[src/rtl/had_pkg.sv]
package had_pkg;

	localparam int SAMPLE_W    = 8;
	localparam int VALUE_W     = 20;
	localparam int OUT_TDATA_W = 24;
	localparam int CFG_INDEX_W = 2;

	typedef enum logic [CFG_INDEX_W-1:0] {
		REG_SCALE_FROM     = 2'd0,
		REG_SCALE_TO       = 2'd1,
		REG_INITIAL_WEIGHT = 2'd2,
		REG_OUT_WIDTH      = 2'd3
	} cfg_reg_t;

endpackage

[src/rtl/horizontal_area_downscaler.sv]
// channel   | direction | handshake          | payload
// ----------+-----------+--------------------+-------------------------------------------
// s_*       | in        | s_tvalid/s_tready  | tdata: sample [7:0]; tlast: row_end
// m_*       | out       | m_tvalid/m_tready  | tdata: scaled_value [19:0], zero [23:20];
//           |           |                    | tlast: last_output
// cfg_*     | in        | cfg_valid/cfg_ready| cfg_index: register, cfg_data: value
//
// one sample per clock sustained: a sample is registered on entry (s1), the phase
// arithmetic and both multiplies sit between that register and the result register (s2)
// and the row state updates in the same cycle, so each transaction reaches its result through
// s1 and then s2. the s1 and s2 stages advance together whenever the result register is
// empty or being drained; only a stalled result holds the input side.
// arst_n clears all control state and loads the register reset values.
module horizontal_area_downscaler #(
	parameter int RATIO_BITS = 12
) (
	input  logic                                clk,
	input  logic                                arst_n,
	// configuration write channel
	input  logic                                cfg_valid,
	output logic                                cfg_ready,
	input  logic [had_pkg::CFG_INDEX_W-1:0]     cfg_index,
	input  logic [RATIO_BITS:0]                 cfg_data,
	// input samples
	input  logic                                s_tvalid,
	output logic                                s_tready,
	input  logic [had_pkg::SAMPLE_W-1:0]        s_tdata,  // [7:0] sample
	input  logic                                s_tlast,  // row_end
	// scaled results
	output logic                                m_tvalid,
	input  logic                                m_tready,
	output logic [had_pkg::OUT_TDATA_W-1:0]     m_tdata,  // [19:0] scaled_value, [23:20] zero
	output logic                                m_tlast   // last_output
);
	import had_pkg::*;

	// phase weight carries two bits over the ratio width
	localparam int PW = RATIO_BITS + 2;
	localparam int RB = RATIO_BITS;
	localparam int VW = VALUE_W;

	// configuration registers
	logic [RB-1:0] scale_from_q;
	logic [RB-1:0] scale_to_q;
	logic [RB:0]   init_weight_q;
	logic [RB-1:0] out_width_q;

	// row state
	logic [PW-1:0] phase_q;
	logic [VW-1:0] whole_q;
	logic [VW-1:0] carry_q;
	logic [RB-1:0] done_q;
	logic          started_q;

	// pipeline registers
	logic                 valid_s1;
	logic [SAMPLE_W-1:0]  sample_s1;
	logic                 last_s1;
	logic                 valid_s2;
	logic [VW-1:0]        value_s2;
	logic                 last_s2;

	logic advance;
	logic fire;

	// datapath signals
	logic [PW-1:0]          init_pw;
	logic [PW-1:0]          w_cur;
	logic                   w_neg;
	logic                   w_zero;
	logic [PW-1:0]          step_pw;
	logic [PW-1:0]          sto_pw;
	logic [VW-1:0]          w20;
	logic [VW-1:0]          neg_w20;
	logic [VW-1:0]          sum_ws;
	logic [VW+SAMPLE_W-1:0] prod_b_full;
	logic [VW+RB-1:0]       prod_a_full;
	logic [VW-1:0]          prod_a;
	logic [VW-1:0]          prod_b;
	logic [VW-1:0]          value_c;
	logic [RB-1:0]          done_inc;
	logic                   active;

	// next row state
	logic [PW-1:0] phase_n;
	logic [VW-1:0] whole_n;
	logic [VW-1:0] carry_n;
	logic [RB-1:0] done_n;
	logic          started_n;
	logic          emit;

	// stages move together when the result slot is free or being drained
	assign advance   = !valid_s2 || m_tready;
	assign fire      = valid_s1 && advance;
	assign s_tready  = !valid_s1 || advance;
	assign cfg_ready = 1'b1;

	assign m_tvalid = valid_s2;
	assign m_tdata  = {{(OUT_TDATA_W-VW){1'b0}}, value_s2};
	assign m_tlast  = last_s2;

	// configuration writes
	always_ff @(posedge clk or negedge arst_n) begin
		if (!arst_n) begin
			scale_from_q  <= RB'(2);
			scale_to_q    <= RB'(1);
			init_weight_q <= '0;
			out_width_q   <= RB'(1);
		end else if (cfg_valid && cfg_ready) begin
			case (cfg_reg_t'(cfg_index))
				REG_SCALE_FROM:     scale_from_q  <= cfg_data[RB-1:0];
				REG_SCALE_TO:       scale_to_q    <= cfg_data[RB-1:0];
				REG_INITIAL_WEIGHT: init_weight_q <= cfg_data;
				REG_OUT_WIDTH:      out_width_q   <= cfg_data[RB-1:0];
				default: ;
			endcase
		end
	end

	// phase weight: first sample of a row takes it from the register
	assign init_pw = {init_weight_q[RB], init_weight_q};
	assign w_cur   = started_q ? phase_q : init_pw;
	assign w_neg   = w_cur[PW-1];
	assign w_zero  = (w_cur == '0);
	assign sto_pw  = {2'b00, scale_to_q};
	assign step_pw = {2'b00, scale_from_q} - sto_pw;

	// only the low 20 bits of any product are kept, so work modulo 2^20
	assign w20         = {{(VW-PW){w_cur[PW-1]}}, w_cur};
	assign neg_w20     = (~w20) + VW'(1);
	assign sum_ws      = whole_q + VW'(sample_s1);
	// (whole + s) * scale_to
	assign prod_a_full = sum_ws * scale_to_q;
	// s * (-w), boundary carry
	assign prod_b_full = sample_s1 * neg_w20;
	assign prod_a      = prod_a_full[VW-1:0];
	assign prod_b      = prod_b_full[VW-1:0];
	// boundary share s * (w + scale_to) folds into prod_a minus prod_b
	assign value_c     = carry_q + prod_a - (w_neg ? prod_b : '0);
	assign done_inc    = done_q + RB'(1);
	assign active      = (done_q < out_width_q);

	always_comb begin
		phase_n   = phase_q;
		whole_n   = whole_q;
		carry_n   = carry_q;
		done_n    = done_q;
		started_n = 1'b1;
		emit      = 1'b0;
		if (!started_q)
			phase_n = init_pw;
		if (!started_q && w_neg) begin
			// preload of the first sample into the carry
			carry_n = prod_b;
			phase_n = w_cur + step_pw;
		end else if (active) begin
			if (!w_neg && !w_zero) begin
				// whole sample
				whole_n = sum_ws;
				phase_n = w_cur - sto_pw;
			end else begin
				// boundary sample closes one result
				carry_n = w_neg ? prod_b : '0;
				phase_n = w_neg ? (w_cur + step_pw) : step_pw;
				whole_n = '0;
				done_n  = done_inc;
				emit    = 1'b1;
			end
		end
		if (last_s1) begin
			// row end returns to start-of-row values
			started_n = 1'b0;
			whole_n   = '0;
			carry_n   = '0;
			done_n    = '0;
		end
	end

	// input register
	always_ff @(posedge clk or negedge arst_n) begin
		if (!arst_n) begin
			valid_s1 <= 1'b0;
		end else if (s_tready) begin
			valid_s1 <= s_tvalid;
		end
	end

	always_ff @(posedge clk) begin
		if (s_tvalid && s_tready) begin
			sample_s1 <= s_tdata;
			last_s1   <= s_tlast;
		end
	end

	// row state
	always_ff @(posedge clk or negedge arst_n) begin
		if (!arst_n) begin
			phase_q   <= '0;
			whole_q   <= '0;
			carry_q   <= '0;
			done_q    <= '0;
			started_q <= 1'b0;
		end else if (fire) begin
			phase_q   <= phase_n;
			whole_q   <= whole_n;
			carry_q   <= carry_n;
			done_q    <= done_n;
			started_q <= started_n;
		end
	end

	// result register
	always_ff @(posedge clk or negedge arst_n) begin
		if (!arst_n) begin
			valid_s2 <= 1'b0;
		end else if (advance) begin
			valid_s2 <= fire && emit;
		end
	end

	always_ff @(posedge clk) begin
		if (fire && emit) begin
			value_s2 <= value_c;
			last_s2  <= (done_inc == out_width_q);
		end
	end

endmodule

[config.mk]
export PLATFORM = sky130hd
export DESIGN_NAME = horizontal_area_downscaler
export DESIGN_NICKNAME = d
export VERILOG_FILES = /design/src/rtl/had_pkg.sv /design/src/rtl/horizontal_area_downscaler.sv
export SDC_FILE = /design/constraint.sdc
export NUM_CORES = 1
export LEC_CHECK = 0
export BUFFER_PORTS_ARGS = -buffer_cell sky130_fd_sc_hd__buf_2
export CAP_MARGIN = 30
export CORE_ASPECT_RATIO = 1.2
export CORE_MARGIN = 1
export CORE_UTILIZATION = 35
export CTS_BUF_LIST = sky130_fd_sc_hd__clkbuf_4
export DETAILED_ROUTE_END_ITERATION = 16
export MAX_ROUTING_LAYER = met4
export PLACE_DENSITY_LB_ADDON = 0.08
export SLEW_MARGIN = 25
export SYNTH_ARGS = -nofsm -noshare
export SYNTH_HDL_FRONTEND = slang
export SYNTH_SLANG_ARGS = --single-unit
[constraint.sdc]
create_clock -name clk -period 29.5 [get_ports clk]
set_clock_uncertainty 0.05 [all_clocks]
set_input_delay 1.475 -clock clk [delete_from_list [all_inputs] [get_ports clk]]
set_output_delay 1.475 -clock clk [all_outputs]
set_load 0.02 [all_outputs]
Word level (Yosys, flattened, before mapping)
Cells that the tools add are included. W data, S select, Z words.

Bits in registers: 148. Output and inout bits: 28. Logic and storage cells: 79. Bits of input ports: 29.

Add/sub/neg operators: 8. $mul: 2. Bitwise logic cells: 1. Order comparisons: 1. Equal/unequal tests: 7. Muxes and demuxes: 22. Reductions and logical operators: 23.

Operators with widths (number): $mux W20 (9); $mux W14 (5); $mux W12 (4); $add A20 B1 Y20 const B (1); $add A20 B20 Y20 (1); $add A20 B8 Y20 (1); $mul A20 B12 Y20 (1); $mul A8 B20 Y20 (1); $not A20 Y20 (1); $sub A20 B20 Y20 (1); $add A14 B14 Y14 (1); $logic_not A14 Y1 (1); $sub A14 B12 Y14 (1); $sub A12 B12 Y13 (1); $add A12 B1 Y12 const B (1); $eq A12 B12 Y1 (1); $lt A12 B12 Y1 (1); $reduce_and A2 Y1 (4); $reduce_and A3 Y1 (2); $logic_and A1 B1 Y1 (5); $logic_not A1 Y1 (5); $eq A2 B2 Y1 const B (2); $mux W1 (4); $ne A2 B2 Y1 const B (2); 7 further kinds (8).

Logic depth before layout (Yosys ltp)
Gate-level depths: netlist (run 1).

Depth in word-level cells: 9. Gate-level depth with buffers: 43. Depth with buffers taken out: 41.

Worst setup path after synthesis (run 1)
OpenSTA, ideal clock, no wires.

Path type: reg-to-reg. From: reg started_q. To: reg value_s2[18] (data pin). Buffers on the path: 2. Clock period less this slack: 10.092 ns. Slack: 19.408 ns. Arrival: 9.847 ns. Setup time: 0.195 ns. Required time: 29.255 ns. Cell stages (with the launch flop): 41. Cells stage by stage: dfrtp_1 -> buf_6 -> buf_6 -> mux2_1 -> nor3_1 -> xnor2_1 -> nand2b_1 -> fa_1 -> fa_1 -> inv_1 -> fa_1 -> inv_1 -> fa_1 -> inv_1 -> ha_1 -> a21oi_1 -> nor2_1 -> o41ai_1 -> (+5 left out) -> fa_1 -> inv_1 -> fa_1 -> fa_1 -> fa_1 -> inv_1 -> fa_1 -> inv_1 -> fa_1 -> inv_1 -> ha_1 -> or3_1 -> o31ai_1 -> inv_1 -> nand3_1 -> a21o_1 -> or4b_2 -> o311ai_0.

Cells in the longest elaborated chain, start to end: 6.

Ends and longest elaborated chain: start: declaration (RTL line horizontal_area_downscaler.sv:53) `logic started_q;`; start signal: assignment (RTL line horizontal_area_downscaler.sv:208) `started_q <= started_n;`; $mux W14 (*); $not A20 Y20 (RTL line horizontal_area_downscaler.sv:130) `assign neg_w20 = (~w20) + VW'(1);`; $add A20 B1 Y20 (RTL line horizontal_area_downscaler.sv:130); $mul A8 B20 Y20 (RTL line horizontal_area_downscaler.sv:135) `assign prod_b_full = sample_s1 * neg_w20;`; $mux W20 (*) (RTL line horizontal_area_downscaler.sv:139) `assign value_c = carry_q + prod_a - (w_neg ? prod_b : '0);`; $sub A20 B20 Y20 (*) (RTL line horizontal_area_downscaler.sv:139); named net value_c[18] (RTL line horizontal_area_downscaler.sv:80) `logic [VW-1:0] value_c;`; end signal: assignment (RTL line horizontal_area_downscaler.sv:223) `value_s2 <= value_c;`; end: declaration (RTL line horizontal_area_downscaler.sv:60) `logic [VW-1:0] value_s2;`.

The timed path passes the listed nets; every way through them passes the cells marked *. A chain may end at the register's enable or synchronous reset.

Worst setup path after layout (run 1)
Same ends and word-level chain as after synthesis.

==> impl_results.md, run 1 <==
* GRT Total Usage at 20.70%
* Aggregate global routing overflow at 0
* Setup TNS at 0 ns
* Via count at 13,930
* Core area at 53,760 µm²
* Largest net degree at the start of global routing at 52
* Share of the synthesized area in the top cell type at 25.32%
* Main combinational cell family by area after synthesis: adder cells
* Die width at ~210 µm
* FFs w/ async S/R, synth at between 70% and 80%
* DRC at 0
* Hold WC Path Type: reg2reg
* Detail Route Antenna Nets at 0
* Crit path DAT at 11.82 ns
* Clk sinks at 148
* Status: finished clean
* Syn Inst Count at 2,031
* Post-synthesis simple-gate area fraction at 15.86%
* Global placement routability congestion at 0.8553
* Syn avg cell area at 9.382 µm²
* Post-CTS setup buffer count at 0
* Hpwl dp at 41,300 µm
* Initial DRC count at around 630
* RSZ-0062 raised after global routing: no
* Yosys warns at 0
* RR Startpoint: started_q
* Critical Path Sink Type: flip-flop
* Clk_lat worst skew at 0.78 ns
* Slowest CP cell: xnor2_1
* Chip Height at 257.6 µm
* Family with the most delay on the worst path: adder cells
* Die Area at 55,380 µm²
* Cell Area, Synth at roughly 19,000 µm²
* CTS buffer count at 17
* Post-synthesis mux area share at 4.111%
* Vias in the first global route at 15,100
* Syn-to-layout area delta at 7.446%
* Crit Path Category: reg2reg
* Least-Margin Pin Slew at 0.9768 ns
* Clock root cell: clkbuf_4
* Fill count at 5,589
* Tmin final at between 10 and 15 ns
* Crit path required time at 30.04 ns
* Dominant cell type by area after synthesis: fa_1
* WL/cell at 19.11 µm
* I/O Pins at 57
* Hold Startpoint: carry_q[17]
* CTS HTree Levels at 4
* Period utilization at between 30% and 40%
* Adder-cell share of the synthesized area at 34.38%
* Final wirelength at 53,170 µm
* Distinct cells, synth at between 80 and 90
* CP dominant cell by count: fa_1
* CTS resizes at 0
* Most common cell after layout, fill and taps aside: inv_1
* Fmax at 88.69 MHz
* # port buffers at 51
* Initial Util at 35.44%
* CP Launch Type: flip-flop
* Clk buf depth at 2
* Critical path peak fanout at 26
* Bufs and invs on worst path at 8
* Row Count at slightly above 90
* Synth Area in Compound Gates at 10.61%
* Pins Over Slew Limit at 0
* Number of flops mapped to enable cells by yosys at 30
* First-pass GRT wire length at roughly 85,000 µm
* Final hold vios at 0
* Worst-path clk slew at roughly 0.20 ns
* Initial antenna violation count at 3
* Max-slew headroom at 34.41%
* Pre-antenna DRT Iters at 5
* Setup crit start: started_q
* Dominant synthesized flop cell: dfrtp_1
* Synth top area cells: fa_1 (25%), dfrtp_1 (15%), ha_1 (9.1%), inv_1 (6.7%), edfxtp_1 (4.7%)
* Yosys reg bits at 148
* Fraction of layout cells with a size suffix above 1 at about 9.8%
* R2r setup slk at 18.22 ns
* CTS tree: yes
* Setup violators final at 0
* Hold buffer count at cts at 0
* Slowest Stage Delay on Critical Path at 0.61 ns
* # nets final at 2,464
* Worst hold margin at 0.4664 ns
* Post-synthesis sequential area ratio at between 20% and 30%
* Max-Cap Viols at 0
* Xor/xnor share of the synthesized area at just over 6%
* Avg Vias per Cell at about 5.0
* Most frequent cells in the layout: inv_1 (341), fa_1 (241), nand2_1 (201)
==> cells in the mapped netlist (4+ instances only) <==
library cell	number
or2_2	4
o2bb2ai_1	18
nand3_1	21
and2_1	127
edfxtp_1	30
a31oi_1	7
nor3b_1	6
or3_1	6
buf_4	5
o21ai_1	5
clkbuf_1	68
xnor2_1	93
nor4_1	17
a211o_1	5
a21oi_1	68
inv_1	341
o21bai_1	16
a211oi_1	21
a21o_1	21
a22o_1	17
nor3_1	21
o21a_1	13
nor2_1	51
nand2_1	201
a221o_1	8
buf_1	5
and3_1	14
xor2_1	33
o21ai_0	55
a21boi_0	4
fa_1	241
mux2_2	51
nor2b_1	55
ha_1	138
nand2b_1	26
nand4_1	6
mux2i_2	4
nand3b_1	5
mux2i_1	12
o31ai_1	15
and3b_1	5
dfrtp_1	115
==> logic make-up after synthesis <==
logic type | after synthesis
flip-flops | 148
XOR/XNOR | 130
AND/OR/NAND/NOR | 579
AO/OA/AOI/OAI | 299
adder cells (fa/ha/maj) | 379
buffers and inverters | 425
other | 2
multiplexers | 69
==> worst paths after layout <==
kind / cells past startpoint / end
worst max-delay path: 40 / value_s2[18]
worst max register to register: 40 / value_s2[18]
max in group asynchronous: 2 / carry_q[5]
worst min-delay path: 1 / carry_q[17]
min in group asynchronous: 1 / carry_q[2]
worst min register to register: 1 / carry_q[17]
==> layer usage <==
layer  wire length (µm)  global-route usage, %  vias to the layer above
met1              22620                  24.03                     7081
met3               1471                  2.968                       53
li1                   -                      -                     6607
met2              27980                  36.72                      192
met4               1103                  6.501                        0
met5                  0                      -                        -
==> area by class of cell <==
type	count	area (µm²)	share of cell area (%)
repair buffers	84	520.5	2.542
clock inverters	15	160.2	0.7823
well taps	712	890.9	4.351
flip-flops and latches	148	3857	18.84
diodes	1	2.502	0.01222
clock buffers	17	127.6	0.6234
multi-input cells	1461	13620	66.54
inverters	344	1291	6.307
==> through the flow <==
stage / std cells / instance area (µm²) / setup slack, ns / utilization, %
3_5_place_dp: 2747 / 20150 / 18.12 / 37.49
5_1_grt: 2782 / 20470 / 17.50 / 38.08
4_1_cts: 2779 / 20440 / 18.14 / 38.02
2_1_floorplan: 2034 / 19070 / 19.41 / -
3_3_place_gp: 2746 / 20130 / 18.35 / 37.45
6_report: 2782 / 20470 / 18.22 / 38.08
==> registers in the layout, summed over array words and instances, names as in the netlist <==
name,count
whole_q,20
value_s2,20
done_q,12
valid_s1,1
scale_to_q,12
started_q,1
phase_q,14
last_s1,1
m_tlast,1
out_width_q,12
scale_from_q,12
sample_s1,8
m_tvalid,1
carry_q,20
init_weight_q,13
==> worst register-to-register path: cells and delay by family (launching register included) <==
| kind | cells | cell delay, ns |
|---|---|---|
| compound gates | 8 | 1.35 |
| xor+xnor | 2 | 0.74 |
| fa+ha+maj | 13 | 5.68 |
| buf+inv | 8 | 0.67 |
| flops | 1 | 0.36 |
| mux | 1 | 0.43 |
| simple gates | 8 | 1.83 |
Power of run 1 is not shown: default switching activity piles up to over one toggle a cycle in this logic, so the estimate is an artifact.
==> run 2: changes to the inputs <==
==> constraint.sdc (replaced) <==
create_clock -name clk -period 9.5 [get_ports clk]
set_clock_uncertainty 0.05 [all_clocks]
set_input_delay 0.475 -clock clk [delete_from_list [all_inputs] [get_ports clk]]
set_output_delay 0.475 -clock clk [all_outputs]
set_load 0.02 [all_outputs]
==> run 2 against run 1 <==
Compared with the run above:
- the run now ends with negative setup slack left
- worst setup slack lost 19 ns
- via count rose by 6.4%
- final cell count rose by 8.0%
- critical endpoint is now value_s2[19]
==> impl_results.md, run 2 (same netlist as run 1, synthesis figures left out) <==
* Die Area at ~55,000 µm²
* Multi-input logic area at 14,110 µm²
* Hpwl dp at 43,510 µm
* Largest net degree at the start of global routing at 52
* Via count at 14,820
* Chip Height at between 200 and 300 µm
* Worst-path clk slew at ~0.17 ns
* Row Count at 93
* Period utilization at 107.6%
* Detail Route Antenna Nets at 0
* Pre-antenna DRT Iters at 5
* GRT Total Usage at 21.48%
* Initial antenna violation count at 4
* Syn-to-layout area delta at 19.40%
* Fill count at 5,472
* Final wirelength at 55,620 µm
* Fraction of layout cells with a size suffix above 1 at 20.32%
* Avg Vias per Cell at 4.932
* Crit Path Category: reg2reg
* Die width at 215.0 µm
* Clk_lat worst skew at 0.80 ns
* # port buffers at 51
* Final std cells w/o fill at 3,005
* Final worst-path setup slack at -0.7216 ns
* RSZ-0062 raised after global routing: yes
* CP Launch Type: flip-flop
* Largest registers: carry_q (20), value_s2 (20), whole_q (20)
* Most frequent cells in the layout: inv_1 (338), fa_1 (235), buf_4 (208)
* Failing checks: negative setup slack
* Critical Path Sink Type: flip-flop
* Initial Util at a little over a third
* Worst hold margin at 0.1252 ns
* CP dominant cell by count: fa_1
* Max-Cap Viols at 0
* Hold WC Path Type: in2reg
* Least-Margin Pin Slew at 0.8315 ns
* Family with the most delay on the worst path: adder cells
* Setup TNS at -3.174 ns
* Setup violators final at 6
* Status: finished with violations
* Setup WS pre-CTS at -1.146 ns
* Slowest Stage Delay on Critical Path at approximately 0.58 ns
* Clk sinks at between 100 and 150
* CTS buffer count at 17
* Pins Over Slew Limit at 0
* Global placement routability congestion at 0.8278
* CTS tree: yes
* CTS HTree Levels at 4
* Dpl cells at slightly below 3,000
* I/O Pins at 57
* First-pass GRT wire length at 87,780 µm
* WL/cell at 18.51 µm
* Crit path required time at 10.03 ns
* Vias in the first global route at roughly 16,000
* Core area at 53,760 µm²
* Clock root cell: clkbuf_4
* Slowest CP cell: fa_1
* Fmax at 97.83 MHz
* Final hold vios at 0
* Bufs and invs on worst path at 8
* Crit path DAT at 10.75 ns
* Most common cell after layout, fill and taps aside: inv_1
* Clk buf depth at 2
* Max-slew headroom at 44.56%
* Register area at 3859 µm²
* Initial DRC count at approximately 600
* # nets final at 2,683
* Tmin final at 10.22 ns
* Critical path peak fanout at 4
* DRC at 0
* Aggregate global routing overflow at 0
## run 2: cell types whose count changed in the layout (fill, tap and decap cells not counted), moves of 5 or more
cell,delta
buf_4,+176
dlygate4sd3_1,+29
buf_6,+12
a21oi_1,-8
xnor2_1,-8
a21oi_2,+7
xnor2_2,+7
fa_1,-6
fa_2,+6
ha_1,-6
ha_4,+5
mux2i_4,+5
nor2_1,-5
nor2_2,+5
## run 2: tightest hold or removal path, stage by stage
cell and delay (ns):
buf_2 0.13, nor3b_4 0.11, mux2_2 0.24
## run 2: path summary, 6_finish.rpt
check | cells after the start | startpoint | slack, ns | end
max | 37 | started_q | -0.72 | value_s2[19]
min | 3 | cfg_index[0] | 0.13 | scale_from_q[3]
max reg2reg | 37 | started_q | -0.72 | value_s2[19]
min reg2reg | 1 | carry_q[12] | 0.46 | carry_q[12]
max in group asynchronous | 5 | arst_n | 7.30 | scale_to_q[8]
min in group asynchronous | 3 | arst_n | 0.50 | phase_q[8]
## run 2: per-stage QoR
stage	instance area, µm²	utilization (%)
2_1_floorplan	19200	-
3_3_place_gp	21310	39.65
3_5_place_dp	21340	39.69
4_1_cts	22570	41.99
5_1_grt	22750	42.32
6_report	22750	42.32
## run 2: repair_timing
item,4_1_cts,5_1_grt
hold buffers,30,0
gates resized for setup,58,30
pin swaps,49,29
endpoints found under the setup margin,7,9
endpoints found under the hold margin,81,0
buffers inserted,46,15
## run 2: area by class of cell
cell class	instances	area share [%]
Antenna cell	5	0.05499
Timing Repair Buffer	303	10.07
Clock buffer	18	0.5939
Inverter	344	5.675
Tap cell	712	3.916
Clock inverter	14	0.7039
Sequential cell	148	16.96
Multi-Input combinational cell	1461	62.02
## run 2: metal layers
layer | track usage (%) | wire length [µm] | vias to the layer above
met5 | - | 0 | -
met4 | 6.403 | 1639 | 0
met3 | 3.592 | 1445 | 61
met2 | 38.86 | 29650 | 184
met1 | 24.12 | 22880 | 7530
li1 | - | - | 7045
Power of run 2 is left out for the same reason.
==> run 3: changes to the inputs <==
--- a/config.mk
+++ b/config.mk
@@ -14,6 +14,7 @@
 export DETAILED_ROUTE_END_ITERATION = 16
 export MAX_ROUTING_LAYER = met4
 export PLACE_DENSITY_LB_ADDON = 0.08
+export SKIP_CTS_REPAIR_TIMING = 1
 export SLEW_MARGIN = 25
 export SYNTH_ARGS = -nofsm -noshare
 export SYNTH_HDL_FRONTEND = slang
==> constraint.sdc (replaced) <==
create_clock -name clk -period 11.97 [get_ports clk]
set_clock_uncertainty 0.05 [all_clocks]
set_input_delay 0.5985 -clock clk [delete_from_list [all_inputs] [get_ports clk]]
set_output_delay 0.5985 -clock clk [all_outputs]
set_load 0.02 [all_outputs]
==> run 3 against run 2 <==
Compared with the run above:
- the run now ends clean
- final area shrank 9.0%
- final cell count shrank 6.8%
- critical endpoint unchanged
- largest cell class unchanged
- via count down 5.0%
- routed wire length shrank 3.8%
- maximum frequency down 9.0%
- global-route usage down 0.77 points
- non-clock buffer count down 200
- sequential cell count did not move
- utilization fell by 3.8 points
- register-to-register slack improved by 1.5 ns
- critical path depth up 1
- sequential share of layout area grew 1.7 points
==> impl_results.md, run 3 (same netlist as run 1, synthesis figures left out) <==
* # port buffers at 51
* CP Launch Type: flip-flop
* Largest net degree at the start of global routing at 62
* Pins Over Slew Limit at 0
* Clk sinks at 148
* Max-Cap Viols at 0
* Most common cell after layout, fill and taps aside: inv_1
* Initial antenna violation count at 1
* # nets final at 2,483
* Initial Util at 35.44%
* Worst-path clk slew at 0.20 ns
* Hpwl dp at 40,980 µm
* Tmin final at ~11 ns
* Row Count at 93
* Hold WC Path Type: in2reg
* Fmax at 89.02 MHz
* Largest registers: carry_q (20), value_s2 (20), whole_q (20)
* Critical path peak fanout at 20
* DRC at 0
* Core area at 53,760 µm²
* Clock root cell: clkbuf_4
* Setup violators final at 0
* Avg Vias per Cell at 5.025
* I/O Pins at 57
* Global placement routability congestion at around 0.86
* CP dominant cell by count: fa_1
* Vias in the first global route at 14,960
* Setup TNS at 0 ns
* Final wirelength at around 54,000 µm
* Fraction of layout cells with a size suffix above 1 at 10.06%
* Clk_lat worst skew at between 0.7 and 0.8 ns
* Pre-antenna DRT Iters at 4
* First-pass GRT wire length at 85,110 µm
* Least-Margin Pin Slew at 0.9850 ns
* Max-slew headroom at 34.34%
* Period utilization at a little over nine tenths
* GRT Total Usage at around a fifth
* CTS HTree Levels at 4
* Via count at 14,070
* Worst hold margin at 0.05837 ns
* Crit Path Category: reg2reg
* Crit path DAT at 11.74 ns
* Detail Route Antenna Nets at 0
* Final hold vios at 0
* Clk buf depth at 2
* Syn-to-layout area delta at 8.602%
* Crit path required time at 12.48 ns
* Most frequent cells in the layout: inv_1 (341), fa_1 (241), nand2_1 (201)
* Initial DRC count at 570
* WL/cell at around 19 µm
* Aggregate global routing overflow at 0
* Slowest CP cell: dfrtp_1
* Status: finished clean
* Die Area at 55,380 µm²
* Chip Height at 257.6 µm
* CTS buffer count at 17
* CTS tree: yes
* Critical Path Sink Type: flip-flop
* RSZ-0062 raised after global routing: no
* Die width at 215.0 µm
* Slowest Stage Delay on Critical Path at around 0.59 ns
-- run 3: changes by cell type in the layout (fill, tap and decap cells not counted), moves of 7 or more --
cell / delta
a21oi_1: +8
xnor2_1: +7
buf_6: -12
buf_4: -170
a21oi_2: -7
dlygate4sd3_1: -17
-- run 3: metal layers --
layer	routed length, µm	global-route usage [%]
met4	962	5.871
met5	0	-
met1	22610	23.69
met3	993	2.273
met2	28950	37.99
-- run 3: final cells by class --
cell class,instances,area [µm²]
antenna,1,2.502
timing repair buffer,103,713.2
clock buffer,17,127.6
sequential,148,3857
fill,5537,33070
clock inverter,15,180.2
tap,712,890.9
multi-input combinational,1461,13630
inverter,344,1291
-- run 3: metrics by stage --
| step | cell area, µm² | utilization (%) | instances | setup WS (ns) |
|---|---|---|---|---|
| 6_report | 20690 | 38.49 | 2801 | 0.7363 |
| 3_3_place_gp | 20190 | 37.56 | 2753 | 0.6414 |
| 3_5_place_dp | 20200 | 37.57 | 2753 | 0.5638 |
| 4_1_cts | 20510 | 38.14 | 2785 | 0.5427 |
| 5_1_grt | 20690 | 38.49 | 2801 | 0.05864 |
| 2_1_floorplan | 19070 | - | 2034 | 1.878 |
-- run 3: final timing paths --
check | from | endpoint | slack, ns | depth (start not counted)
min in group asynchronous | arst_n | init_weight_q[9] | 0.20 | 2
hold reg to reg | carry_q[12] | carry_q[12] | 0.47 | 1
hold / removal | cfg_data[7] | scale_to_q[7] | 0.06 | 2
setup reg to reg | started_q | value_s2[19] | 0.74 | 38
setup / recovery | started_q | value_s2[19] | 0.74 | 38
max in group asynchronous | arst_n | init_weight_q[0] | 10.55 | 3
-- run 3: critical path, delay by kind of cell (launching register included) --
kind	cells	cell delay (ns)
AOI/OAI and AO/OA	5	0.97
buffers and inverters	6	0.62
DFF	1	0.59
and+or+nand+nor	4	0.85
xor gates and xnor gates	11	2.24
muxes	1	0.56
adders and majority gates	11	5.15
Power of run 3 is left out for the same reason.
